===== config.mk =====
export PLATFORM = sky130hd
export DESIGN_NAME = rars_ram
export DESIGN_NICKNAME = d
export VERILOG_FILES = /design/src/rtl/core/rars_ram.sv
export SDC_FILE = /design/constraint.sdc
export NUM_CORES = 2
export LEC_CHECK = 0
export BUFFER_PORTS_ARGS = -buffer_cell sky130_fd_sc_hd__buf_2
export CAP_MARGIN = 20
export CORE_MARGIN = 2
export CORE_UTILIZATION = 45
export CTS_CLUSTER_SIZE = 16
export DETAILED_ROUTE_END_ITERATION = 16
export SLEW_MARGIN = 20
export SYNTH_ARGS = -nofsm -noshare
export SYNTH_HDL_FRONTEND = slang
export SYNTH_SLANG_ARGS = --single-unit

===== constraint.sdc =====
create_clock -name clk_i -period 4.1 [get_ports clk_i]
set_input_delay 0.205 -clock clk_i [delete_from_list [all_inputs] [get_ports clk_i]]
set_output_delay 0.205 -clock clk_i [all_outputs]
set_load 0.02 [all_outputs]

===== src/rtl/core/rars_ram.sv =====
// Generic single-port-write, registered-read RAM.
`default_nettype none

module rars_ram #(
  parameter int unsigned Width = 64,
  parameter int unsigned Depth = 32
) (
  input  logic                     clk_i,
  input  logic                     we_i,
  input  logic [$clog2(Depth)-1:0] waddr_i,
  input  logic [Width-1:0]         wdata_i,
  input  logic [$clog2(Depth)-1:0] raddr_i,
  output logic [Width-1:0]         rdata_o
);

  logic [Width-1:0] mem_q [Depth];
  logic [Width-1:0] rdata_q;

  always_ff @(posedge clk_i) begin
    if (we_i) begin
      mem_q[waddr_i] <= wdata_i;
    end
    rdata_q <= mem_q[raddr_i];
  end

  assign rdata_o = rdata_q;

endmodule

`default_nettype wire


==> metrics <==
Die Ht=~420 um; synthesis-stage register bit count=between 2000 and 2500; Port Buffers=about 140; Max Cap Viol=0; GRT Total Usage=0.223; RSZ-0062 raised after global routing=no; Worst Tran Pin Value=1.10 ns; fin crit share=0.501; initial antenna violation count=8; # H-tree levels=4; crit-path max FO=54; Crit path arrival time=2.75 ns; Via density=about 6; Worst-Skew Late Latency=0.83 ns; outcome=completed; Routed WL=between 150000 and 200000 um; WL/cell=33.2 um; Hold-fix buffers, CTS=66; Routed Antenna Nets=0; CP Launch Type=input pin; Mapped Area=79000 um2; # setup viols final=0; DRC viols=0; die area=179000 um2; Chip Width=423 um; Initial Util=0.453; postcts setup bufs=0; post-route cell area=91300 um2; largest net degree at the start of global routing=72; global-route wire length before repair=279000 um; Resize count post-CTS=0; Synth cell types=31; Synth Area per Inst=about 25 um2; Critical Path End Type=flop; Power Dens Cells=493 nW/um2; cell count after synthesis=between 3000 and 4000; fin nets=3557; syn_nets=about 3200; CTS buffer count=206; Area after DPL=around 84000 um2; vias in the first global route=~37000; setup TNS=0 ns; clk buf depth=3; CP Class=in -> reg; Ys Warns=0; total grt overflow=0; maximum clock rate=487 MHz; Max-slew headroom=0.267; Iter 0 DRT Violations=4200; CP required=between 4 and 5 ns; fraction of layout cells with a size suffix above 1=0.346; gp weighted congestion=0.756; Hold Path Class=in -> reg; root buf cell=clkbuf_16; clock skew=0.0212 ns; post-synthesis sequential area ratio=0.795; # IOs=140; Max VDD drop=0.000472 V; clk sinks=approximately 2100; std cell rows=153; minimum clock period=approximately 2.1 ns; leakage power=28.5 nW; DP Wirelength=96500 um; Fin. Hold Viols=0; Slew Limit Fails=0; via count=35781; First-pass DRT Iterations=5; CTS tree=done; core area=174000 um2; P&R area growth vs syn=15.7%; Worst-path clk slew=0.06 ns
[registers in the layout (all words and copies together) (netlist names)]
signal and cells:
mem_q 2048, rdata_o 64
[worst max-delay path: stages]
cell	delay [ns]
dlygate4sd3_1	0.54
buf_6	0.54
buf_12	0.42
mux4_2	0.36
mux2i_1	0.16
nor2_1	0.08
o31a_1	0.33
[per-stage QoR]
step           hold WS [ns]  utilization  instances  total power, mW  worst slack, ns
2_1_floorplan         0.304            -       3097             25.8           0.0728
3_3_place_gp          0.627        0.482       5531             26.7             1.24
3_5_place_dp          0.626        0.482       5532             26.8             1.24
4_1_cts              0.0555        0.524       5982             45.4             2.12
5_1_grt              0.0984        0.524       5985             46.3             2.01
6_report              0.116        0.524       5985             45.0             2.05
[Yosys cell counts]
cell,number,area (um2)
nand2b_1,2,12.5
o2bb2ai_1,3,26.3
mux2_2,74,833
edfxtp_1,2048,61500
mux2i_1,38,380
a211oi_1,3,22.5
buf_1,19,71.3
a22o_1,1,8.76
nand2_1,3,11.3
nand3b_1,5,37.5
nor2b_1,4,25.0
buf_4,14,105
o221ai_1,3,26.3
o31a_1,3,26.3
nand3_1,2,10.0
or3_1,1,6.26
and2_1,3,18.8
o211ai_1,3,22.5
o21ai_0,9,45.0
and2_0,1,6.26
o22ai_1,10,62.6
nor2_1,41,154
clkbuf_1,55,206
buf_2,65,325
dfxtp_1,64,1280
buf_6,3,33.8
a221oi_1,12,105
a22oi_1,3,22.5
mux4_2,602,13600
inv_2,1,3.75
or3b_2,2,17.5
[cells in the final DEF (no fill, tap or decap), types with 12 or more instances in the layout]
| cell type | synthesis | layout |
|---|---|---|
| mux4_2 | 602 | 602 |
| clkbuf_8 | 0 | 19 |
| buf_12 | 0 | 71 |
| mux2i_1 | 38 | 38 |
| nor2_4 | 0 | 32 |
| dfxtp_1 | 64 | 64 |
| edfxtp_1 | 2048 | 2048 |
| buf_4 | 14 | 55 |
| dlygate4sd3_1 | 0 | 66 |
| a221oi_1 | 12 | 12 |
| mux2_2 | 74 | 74 |
| clkbuf_16 | 0 | 212 |
| clkbuf_1 | 55 | 57 |
| bufinv_16 | 0 | 15 |
| clkinv_2 | 0 | 32 |
| clkinv_1 | 0 | 38 |
| buf_2 | 65 | 134 |
[final cells by class]
| type | instances | area [um2] |
|---|---|---|
| clock buffer | 288 | 5780 |
| timing repair buffer | 332 | 3260 |
| clock inverter | 96 | 918 |
| tap | 2325 | 2910 |
| fill | 13165 | 82900 |
| inverter | 1 | 3.75 |
| antenna | 3 | 7.51 |
| multi-input combinational | 828 | 15700 |
| sequential | 2112 | 62800 |
[metal layers]
metal  global-route usage  wire length [um]
met1                0.297             77600
met2                0.380            103000
met3               0.0360             13000
met4               0.0649              5390
met5                    0                13
[logic make-up after synthesis]
logic type	after synthesis	synth area share
multiplexers	714	0.187
buffers and inverters	157	0.00944
flip-flops	2112	0.795
AO/OA/AOI/OAI	50	0.00466
AND/OR/NAND/NOR	64	0.00379
[path summary, 6_finish.rpt]
check             slack, ns             to  depth (start not counted)           from
setup / recovery       2.05     rdata_o[0]                          7     raddr_i[3]
hold / removal         0.12  mem_q[19][49]                          3     waddr_i[2]
hold reg to reg        0.80    rdata_o[36]                          4  mem_q[20][36]
setup reg to reg       2.27    rdata_o[63]                          3  mem_q[17][63]
[power by group]
group / internal, mW / total [mW] / switching (mW)
Combinational: 0.976 / 2.23 / 1.25
Sequential: 24.0 / 24.1 / 0.130
Clock: 10.8 / 18.7 / 7.92
Note: power is estimated with default switching activity, not from simulation.
