===== config.mk =====
export PLATFORM = sky130hd
export DESIGN_NAME = rars_ctrl
export DESIGN_NICKNAME = d
export VERILOG_FILES = /design/src/rtl/core/rars_pkg.sv /design/src/rtl/core/rars_alu.sv /design/src/rtl/core/rars_ctrl.sv
export SDC_FILE = /design/constraint.sdc
export NUM_CORES = 1
export LEC_CHECK = 0
export BUFFER_PORTS_ARGS = -buffer_cell sky130_fd_sc_hd__buf_2
export CAP_MARGIN = 10
export CORE_MARGIN = 3
export CORE_UTILIZATION = 45
export CTS_CLUSTER_DIAMETER = 30
export CTS_CLUSTER_SIZE = 8
export DETAILED_ROUTE_END_ITERATION = 10
export PLACE_DENSITY = 0.8
export SLEW_MARGIN = 0
export SYNTH_ARGS = -nofsm -noshare
export SYNTH_HDL_FRONTEND = slang
export SYNTH_SLANG_ARGS = --single-unit

===== constraint.sdc =====
create_clock -name clk_i -period 16.43 [get_ports clk_i]
set_input_delay 4.1075 -clock clk_i [delete_from_list [all_inputs] [get_ports clk_i]]
set_output_delay 4.1075 -clock clk_i [all_outputs]
set_load 0.01 [all_outputs]

===== src/rtl/core/rars_pkg.sv =====
// Package: sizes, codes and shared types of the range add / range sum store.
`default_nettype none

package rars_pkg;

  localparam int unsigned MaxElems  = 1024;
  // Block length must be a power of two: block number and offset are bit fields.
  localparam int unsigned BlockLen  = 32;
  localparam int unsigned NumBlocks = (MaxElems + BlockLen - 1) / BlockLen;
  localparam int unsigned IdxW      = 10;
  localparam int unsigned CntW      = IdxW + 1;
  localparam int unsigned OffW      = $clog2(BlockLen);
  localparam int unsigned BlkW      = IdxW - OffW;
  localparam int unsigned DataW     = 64;

  localparam logic KindAdd     = 1'b0;
  localparam logic KindQuery   = 1'b1;
  localparam logic StatusDone  = 1'b0;
  localparam logic StatusBad   = 1'b1;

  typedef enum logic [2:0] {
    AluElemAmt,
    AluElemTag,
    AluSumAmt,
    AluTagAmt,
    AluSumTag,
    AluAccTmp
  } alu_op_e;

  typedef struct packed {
    logic             elem_we;
    logic [IdxW-1:0]  elem_addr;
    logic [DataW-1:0] elem_wdata;
    logic             sum_we;
    logic             tag_we;
    logic [BlkW-1:0]  blk_addr;
    logic [DataW-1:0] blk_wdata;
  } mem_req_t;

endpackage

`default_nettype wire


===== src/rtl/core/rars_alu.sv =====
// Shared 64-bit adder with operand selection.
`default_nettype none

module rars_alu (
  input  rars_pkg::alu_op_e           op_i,
  input  logic [rars_pkg::DataW-1:0]  elem_i,
  input  logic [rars_pkg::DataW-1:0]  sum_i,
  input  logic [rars_pkg::DataW-1:0]  tag_i,
  input  logic [rars_pkg::DataW-1:0]  amount_i,
  input  logic [rars_pkg::DataW-1:0]  acc_i,
  input  logic [rars_pkg::DataW-1:0]  tmp_i,
  output logic [rars_pkg::DataW-1:0]  y_o
);
  import rars_pkg::*;

  logic [DataW-1:0] a;
  logic [DataW-1:0] b;

  always_comb begin
    case (op_i)
      AluElemAmt: begin a = elem_i; b = amount_i; end
      AluElemTag: begin a = elem_i; b = tag_i;    end
      AluSumAmt:  begin a = sum_i;  b = amount_i; end
      AluTagAmt:  begin a = tag_i;  b = amount_i; end
      // full block: its sum plus its tag once per element
      AluSumTag:  begin a = sum_i;  b = tag_i << OffW; end
      AluAccTmp:  begin a = acc_i;  b = tmp_i;    end
      default:    begin a = acc_i;  b = tmp_i;    end
    endcase
    y_o = a + b;
  end

endmodule

`default_nettype wire


===== src/rtl/core/rars_ctrl.sv =====
// Sequencer: clearing pass, element and block walk, result hand-off.
`default_nettype none

module rars_ctrl (
  input  logic                        clk_i,
  input  logic                        rst_ni,
  input  logic                        start_i,
  input  logic                        bad_i,
  input  logic                        kind_i,
  input  logic [rars_pkg::IdxW-1:0]   first_i,
  input  logic [rars_pkg::IdxW-1:0]   last_i,
  input  logic [rars_pkg::DataW-1:0]  amount_i,
  input  logic                        out_free_i,
  input  logic [rars_pkg::DataW-1:0]  elem_rd_i,
  input  logic [rars_pkg::DataW-1:0]  sum_rd_i,
  input  logic [rars_pkg::DataW-1:0]  tag_rd_i,
  output rars_pkg::mem_req_t          mem_req_o,
  output logic                        ready_o,
  output logic                        res_valid_o,
  output logic [rars_pkg::DataW-1:0]  res_sum_o,
  output logic                        res_status_o
);
  import rars_pkg::*;

  localparam logic [2:0] SClr  = 3'd0;
  localparam logic [2:0] SIdle = 3'd1;
  localparam logic [2:0] SRd   = 3'd2;
  localparam logic [2:0] SE1   = 3'd3;
  localparam logic [2:0] SE2   = 3'd4;
  localparam logic [2:0] SB1   = 3'd5;
  localparam logic [2:0] SB2   = 3'd6;
  localparam logic [2:0] SFin  = 3'd7;

  logic [2:0]       state_q, state_d;
  logic [CntW-1:0]  cur_q, cur_d;
  logic [IdxW-1:0]  hi_q, hi_d;
  logic [BlkW-1:0]  p_q, p_d, q_q, q_d;
  logic             kind_q, kind_d;
  logic             status_q, status_d;
  logic             mid_q, mid_d;
  logic [DataW-1:0] amt_q, amt_d;
  logic [DataW-1:0] acc_q, acc_d;
  logic [DataW-1:0] tmp_q, tmp_d;

  logic [BlkW-1:0]  cur_blk;
  logic             cur_mid;
  logic [CntW-1:0]  cur_next;
  logic             walk_end;
  alu_op_e          alu_op;
  logic [DataW-1:0] alu_y;

  assign cur_blk  = cur_q[IdxW-1:OffW];
  assign cur_mid  = (cur_blk > p_q) && (cur_blk < q_q);
  assign cur_next = mid_q ? cur_q + CntW'(BlockLen) : cur_q + CntW'(1);
  assign walk_end = cur_next > {1'b0, hi_q};

  always_comb begin
    case (state_q)
      SE1:     alu_op = (kind_q == KindQuery) ? AluElemTag : AluElemAmt;
      SE2:     alu_op = (kind_q == KindQuery) ? AluAccTmp  : AluSumAmt;
      SB1:     alu_op = (kind_q == KindQuery) ? AluSumTag  : AluTagAmt;
      default: alu_op = AluAccTmp;
    endcase
  end

  rars_alu u_alu (
    .op_i     (alu_op),
    .elem_i   (elem_rd_i),
    .sum_i    (sum_rd_i),
    .tag_i    (tag_rd_i),
    .amount_i (amt_q),
    .acc_i    (acc_q),
    .tmp_i    (tmp_q),
    .y_o      (alu_y)
  );

  always_comb begin
    mem_req_o.elem_addr  = cur_q[IdxW-1:0];
    mem_req_o.blk_addr   = (state_q == SClr) ? cur_q[BlkW-1:0] : cur_blk;
    mem_req_o.elem_wdata = (state_q == SClr) ? '0 : alu_y;
    mem_req_o.blk_wdata  = (state_q == SClr) ? '0 : alu_y;
    mem_req_o.elem_we    = (state_q == SClr) || (state_q == SE1 && kind_q == KindAdd);
    mem_req_o.sum_we     = (state_q == SClr) || (state_q == SE2 && kind_q == KindAdd);
    mem_req_o.tag_we     = (state_q == SClr) || (state_q == SB1 && kind_q == KindAdd);
  end

  always_comb begin
    state_d  = state_q;
    cur_d    = cur_q;
    hi_d     = hi_q;
    p_d      = p_q;
    q_d      = q_q;
    kind_d   = kind_q;
    status_d = status_q;
    mid_d    = mid_q;
    amt_d    = amt_q;
    acc_d    = acc_q;
    tmp_d    = tmp_q;
    case (state_q)
      SClr: begin
        cur_d = cur_q + CntW'(1);
        if (cur_q[IdxW-1:0] == IdxW'(MaxElems - 1)) begin
          state_d = SIdle;
        end
      end
      SIdle: begin
        if (start_i) begin
          cur_d    = {1'b0, first_i};
          hi_d     = last_i;
          p_d      = first_i[IdxW-1:OffW];
          q_d      = last_i[IdxW-1:OffW];
          kind_d   = kind_i;
          amt_d    = amount_i;
          acc_d    = '0;
          status_d = bad_i ? StatusBad : StatusDone;
          state_d  = bad_i ? SFin : SRd;
        end
      end
      SRd: begin
        mid_d   = cur_mid;
        state_d = cur_mid ? SB1 : SE1;
      end
      SE1: begin
        if (kind_q == KindQuery) begin
          tmp_d = alu_y;
        end
        state_d = SE2;
      end
      SE2: begin
        if (kind_q == KindQuery) begin
          acc_d = alu_y;
        end
        cur_d   = cur_next;
        state_d = walk_end ? SFin : SRd;
      end
      SB1: begin
        if (kind_q == KindQuery) begin
          tmp_d   = alu_y;
          state_d = SB2;
        end else begin
          cur_d   = cur_next;
          state_d = walk_end ? SFin : SRd;
        end
      end
      SB2: begin
        acc_d   = alu_y;
        cur_d   = cur_next;
        state_d = walk_end ? SFin : SRd;
      end
      SFin: begin
        if (out_free_i) begin
          state_d = SIdle;
        end
      end
      default: state_d = SIdle;
    endcase
  end

  always_ff @(posedge clk_i or negedge rst_ni) begin
    if (!rst_ni) begin
      state_q <= SClr;
      cur_q   <= '0;
    end else begin
      state_q <= state_d;
      cur_q   <= cur_d;
    end
  end

  always_ff @(posedge clk_i) begin
    hi_q     <= hi_d;
    p_q      <= p_d;
    q_q      <= q_d;
    kind_q   <= kind_d;
    status_q <= status_d;
    mid_q    <= mid_d;
    amt_q    <= amt_d;
    acc_q    <= acc_d;
    tmp_q    <= tmp_d;
  end

  assign ready_o      = (state_q == SIdle);
  assign res_valid_o  = (state_q == SFin) && out_free_i;
  assign res_sum_o    = acc_q;
  assign res_status_o = status_q;

endmodule

`default_nettype wire


==> metrics.yaml, run 1 <==
synth:
  synth-simple-area-share_pct: 15.7
  yosys_warnings: 0
  synthMuxAreaShare_pct: 0.519
  synth_top_family_by_area: "compound AO/OA/AOI/OAI gates"
  synth-async-reset-ratio_pct: 6.25
  yosysSeqAreaShare_pct: 41.2
  synth_area_leader_cell: "edfxtp_1"
  synth-xor-area-share_pct: 3.74
  synthAdderAreaFrac_pct: 6.63
  synth_top_cell_area_share_pct: 39.0
  synth_ff_type: "edfxtp_1"
  syn-instance-count: 1802
  syn_nets: 2169
  synth_edf_count: 210
  synth-compound-area-share_pct: 23.6
  avgSynthCellArea_um2: 8.96
  synth_area_leaders: "edfxtp_1 39%, a222oi_1 8.2%, nor2_1 6.8%"
  syn-cell-area_um2: 16200
  synth-seq-cells: 224
  ys_types: 77
clocking:
  clkSlewWorstSetupHoldPaths_ps: 40
  cts_sinks: 224
  numCtsBuffers: 58
  cts-resized-gates: 0
  clk_latency_ps: 580
  htreeDepth: 2
  cts_hold_buf: 0
  root_buffer: "clkbuf_16"
  clk_path_buf_depth: 3
  cts_tree: "built"
  post_cts_buffers: 0
grt:
  grt_pass1_wl_um: 94400
  antenna_found_initial: 10
  grt_pass1_vias: 16200
  grt_use_total_pct: 31.7
  overflow: 0
  grt_max_degree: 93
route:
  finalWirelength_um: 64000
  ant_nets: 0
  drc: 1
  wl_met1_um: 23400
  wl_met2_um: 30600
  highest_layer: "met5"
  viasPerCell: 6.20
  num_vias: 16700
  drt_iter0_drc: 2313
  post_drt_wl_per_cell_um: 23.8
  drt_first_pass_iters: 11
  dr_wl_met3_um: 7140
critical_path:
  arrival_ps: 8310
  startpoint_type: "input pin"
  ff2ff_path_depth: 15
  r2r-end: "res_sum_o[58]$_SDFFCE_PN0P_"
  critical_path_class: "in -> out"
  endpoint_kind: "output pin"
  r2r-start: "state_q[0]$_DFFE_PN0P_"
  critPathRequiredTime_ps: 12320
  r2r_setup_slack_ps: 9870
  cp_max_fo: 7
die:
  core_area_um2: 35000
  row_count: 68
  io_pins: 495
  die_area_um2: 38200
  die_w_um: 195
  initial_core_util_pct: 46.2
  die_y_um: 195
hold_path:
  hold_path_class: "reg -> reg"
  worstHoldStart: "cur_q[10]$_DFFE_PN0P_"
  holdPathStages: 2
  min_to: "cur_q[10]$_DFFE_PN0P_"
timing:
  tns_ps: 0
  drv_slew: 0
  finClkSkew_ps: 16.1
  rsz0062_at_grt: "false"
  max_slew_margin_pct: 26.3
  hold_viol: 0
  setup_violations: 0
  min_period_over_period_pct: 75.6
  final.min_clock_period_ps: 12420
  worst-slew-pin-transition_ps: 1110
  fmax_mhz: 80.5
place:
  place_hpwl_um: 46600
  routabilityCongestion: 0.928
  portBuffers: 494
layout:
  area_growth_pct: 25.8
  drive_gt1_share_pct: 28.1
  nets: 2547
  n_fill_cell: 3030
run:
  cap_violations: 0
run_status:
  status: "finished with violations"
  violations: "DRC"
==> critical path, cell delays in order <==
cell and delay [ps]:
buf_2 130, a222oi_1 550, a21oi_1 160, ha_1 510
and4_1 260, and2_1 150, nor4b_2 260, nand2_1 90
o31ai_1 710, nor3b_1 170, nor2_1 230, nor4_1 100
nor4_1 620, buf_2 250
==> state kept, by name, summed over array words and instances (netlist names) <==
signal	cells
amt_q	64
cur_q	11
hi_q	10
kind_q	1
mid_q	1
p_q	5
res_status_o	1
res_sum_o	64
state_q	3
tmp_q	64
==> cells by family (layout without fill, tap and decap cells) <==
kind of cell,count (synthesis),in the layout
simple gates,575,575
compound gates,551,551
buf+inv,290,717
flops,224,224
fa+ha+maj,85,85
xor+xnor,69,69
mux,8,8
other cells,0,5
==> synth_stat cells (all sizes together) (4+ instances only) <==
cell and n:
nor2 291, a21oi 219, edfxtp 210, a222oi 132, nand2 132, clkbuf 98, buf 96, inv 95
ha 84, o21ai 73, xnor2 38, xor2 31, nand3 25, nor3 25, a21o 20, nand4 19
o21bai 18, nand2b 15, o21a 15, and2 14, dfrtp 14, nor2b 12, a211oi 10, or3 10
o211ai 9, a31oi 8, nor4 8, a21boi 6, and3 6, and4 6, mux2i 5, o31ai 5
a221oi 4, o22ai 4
==> final cells by class <==
type                    instances  area [um^2]  area share (%)
flip-flops and latches        224         6660            32.7
multi-input cells            1288         8170            40.2
well taps                     455          569            2.80
clock buffers                  69         1510            7.45
diodes                          5         12.5          0.0616
inverters                      96          360            1.77
clock inverters                40          440            2.17
repair buffers                512         2610            12.8
==> per-layer routing <==
layer	up-vias	GRT usage, %
met5	-	0
met4	6	14.6
met3	192	6.49
met2	1213	53.4
met1	7788	39.1
li1	7465	-
==> placed cells by master, fill, tap and decap left out, types with 24 or more instances in the layout <==
master       n
a222oi_1   132
nor2_1     289
buf_2      494
o21ai_0     50
nand3_1     24
xnor2_1     38
edfxtp_1   210
ha_1        84
inv_1       95
nand2_1    132
xor2_1      31
clkbuf_16   59
a21oi_1    217
==> how the worst max path moves through the flow <==
stage	cells after the start	startpoint	end
3_3_place_gp	14	tag_rd_i[23]	mem_req_o[127]
5_1_grt	14	elem_rd_i[28]	mem_req_o[127]
3_5_place_dp	14	tag_rd_i[23]	mem_req_o[127]
6_report	14	elem_rd_i[28]	mem_req_o[127]
4_1_cts	14	tag_rd_i[23]	mem_req_o[127]
2_1_floorplan	14	tag_rd_i[17]	mem_req_o[127]
==> metrics by stage <==
| step | std cells | cell area (um^2) | setup slack (ps) | utilization [%] | hold WS [ps] |
|---|---|---|---|---|---|
| floorplan | 1802 | 16200 | 5340 | - | 509 |
| global route | 2689 | 20300 | 3830 | 58.1 | 619 |
| global placement | 2575 | 18400 | 4200 | 52.5 | 528 |
| finish | 2689 | 20300 | 4010 | 58.1 | 564 |
| CTS | 2684 | 20300 | 4140 | 58.1 | 563 |
| detailed placement | 2575 | 18400 | 4160 | 52.5 | 552 |
Power of run 1 is left out: the tool's default activity adds up to more than one toggle a clock period on the data nets, which glitch-free logic cannot reach.
==> run 2, diff against run 1 <==
clock period = 12.15 ns   (was 16.43 ns; I/O delays follow)
==> metrics.yaml, run 2 (synthesis results as in run 1) <==
timing:
  tns_ps: 0
  hold_viol: 0
  final.min_clock_period_ps: 10220
  rsz0062_at_grt: "false"
  max_slew_margin_pct: 24.8
  finClkSkew_ps: 16.9
  fmax_mhz: 97.9
  drv_slew: 0
  worst-slew-pin-transition_ps: 1130
  setup_violations: 0
  min_period_over_period_pct: 84.1
clocking:
  clkSlewWorstSetupHoldPaths_ps: 40
  cts-resized-gates: 0
  clk_path_buf_depth: 3
  cts_tree: "built"
  root_buffer: "clkbuf_16"
  numCtsBuffers: 56
  post_cts_buffers: 0
  clk_latency_ps: 580
  htreeDepth: 2
  cts_sinks: 224
  cts_hold_buf: 0
run_status:
  status: "finished with violations"
  violations: "DRC"
critical_path:
  cp_max_fo: 7
  r2r-start: "state_q[0]$_DFFE_PN0P_"
  r2r_setup_slack_ps: 5930
  ff2ff_path_depth: 16
  crit_slowest_cell: "nor4_1"
  startpoint_type: "input pin"
  crit_path_start: "tag_rd_i[23]"
  crit_chain: "buf_2 > a222oi_1 > a21oi_1 > ha_1 > and4_1 > and2_1 > nor4b_2 > nand2_1 > o31ai_1 > nor3b_1 > nor2_1 > nor4_1 > nor4_1 > buf_2"
  critPathRequiredTime_ps: 9110
  critical_path_class: "in -> out"
  slowest_delay_ps: 660
  r2r-end: "res_sum_o[55]$_SDFFCE_PN0P_"
  endpoint_kind: "output pin"
  critPathCapture: "mem_req_o[127]"
  arrival_ps: 7180
route:
  post_drt_wl_per_cell_um: 23.7
  drt_iter0_drc: 2246
  ant_nets: 0
  drt_first_pass_iters: 11
  drc: 3
  num_vias: 16500
  viasPerCell: 6.16
  finalWirelength_um: 63600
grt:
  grt_max_degree: 165
  grt_use_total_pct: 31.5
  antenna_found_initial: 4
  grt_pass1_wl_um: 93800
  overflow: 0
  grt_pass1_vias: 15900
hold_path:
  holdPathStages: 2
  hold_path_class: "reg -> reg"
layout:
  nets: 2544
  final_cell_mix: "494 x buf_2, 289 x nor2_1, 217 x a21oi_1, 210 x edfxtp_1"
  drive_gt1_share_pct: 28.0
  mostFrequentLayoutCell: "buf_2"
  area_growth_pct: 25.6
die:
  die_w_um: 195
  io_pins: 495
  die_area_um2: 38200
  row_count: 68
  core_area_um2: 35000
  die_y_um: 195
  initial_core_util_pct: 46.2
place:
  routabilityCongestion: 0.943
  place_hpwl_um: 46400
  portBuffers: 494
run:
  cap_violations: 0
-- run 2: cell count changes in the layout (fill, tap and decap cells not counted) --
cell	change
clkbuf_1	-1
clkinv_2	-3
clkinvlp_4	+2
diode_2	-4
inv_6	+1
buf_4	-2
clkbuf_8	+1
clkinv_4	-3
clkbuf_16	-2
buf_12	+1
bufinv_16	+1
-- run 2: final cells by class --
type                       instances  area, um^2
multi-input combinational       1288        8170
tap                              455         569
inverter                          96         360
fill                            3031       14700
timing repair buffer             511        2610
clock buffer                      67        1470
antenna                            1        2.50
clock inverter                    38         453
sequential                       224        6660
-- run 2: critical path: cells and delay by family --
kind            cells  cell delay [ps]
simple gates        8             1900
buf+inv             2              390
compound gates      3             1330
fa+ha+maj           1              510
-- run 2: layer usage --
| metal | vias to the layer above | wire [um] | GRT usage, % |
|---|---|---|---|
| li1 | 7467 | - | - |
| met1 | 7743 | 24000 | 39.6 |
| met2 | 1112 | 30300 | 53.1 |
| met3 | 183 | 6490 | 5.62 |
| met4 | 4 | 2790 | 14.2 |
| met5 | - | 27 | 0 |
-- run 2: worst min-delay path by stage --
| stage | from | to | slack [ps] |
|---|---|---|---|
| floorplan | cur_q[10]$_DFFE_PN0P_ | cur_q[10]$_DFFE_PN0P_ | 510 |
| CTS | cur_q[10]$_DFFE_PN0P_ | cur_q[10]$_DFFE_PN0P_ | 560 |
| global placement | cur_q[10]$_DFFE_PN0P_ | cur_q[10]$_DFFE_PN0P_ | 540 |
| detailed placement | cur_q[10]$_DFFE_PN0P_ | cur_q[10]$_DFFE_PN0P_ | 550 |
| global route | cur_q[10]$_DFFE_PN0P_ | cur_q[10]$_DFFE_PN0P_ | 630 |
| finish | cur_q[10]$_DFFE_PN0P_ | cur_q[10]$_DFFE_PN0P_ | 560 |
-- run 2: metrics by stage --
| step | worst slack [ps] | utilization, % | instance area [um^2] | cells | hold WS (ps) |
|---|---|---|---|---|---|
| 3_5_place_dp | 2080 | 52.5 | 18400 | 2574 | 549 |
| 4_1_cts | 2060 | 58.0 | 20300 | 2679 | 559 |
| 2_1_floorplan | 3200 | - | 16200 | 1802 | 509 |
| 6_report | 1930 | 58.0 | 20300 | 2680 | 560 |
| 3_3_place_gp | 2090 | 52.5 | 18400 | 2574 | 539 |
| 5_1_grt | 1780 | 58.0 | 20300 | 2680 | 627 |
Power of run 2 is left out for the same reason.
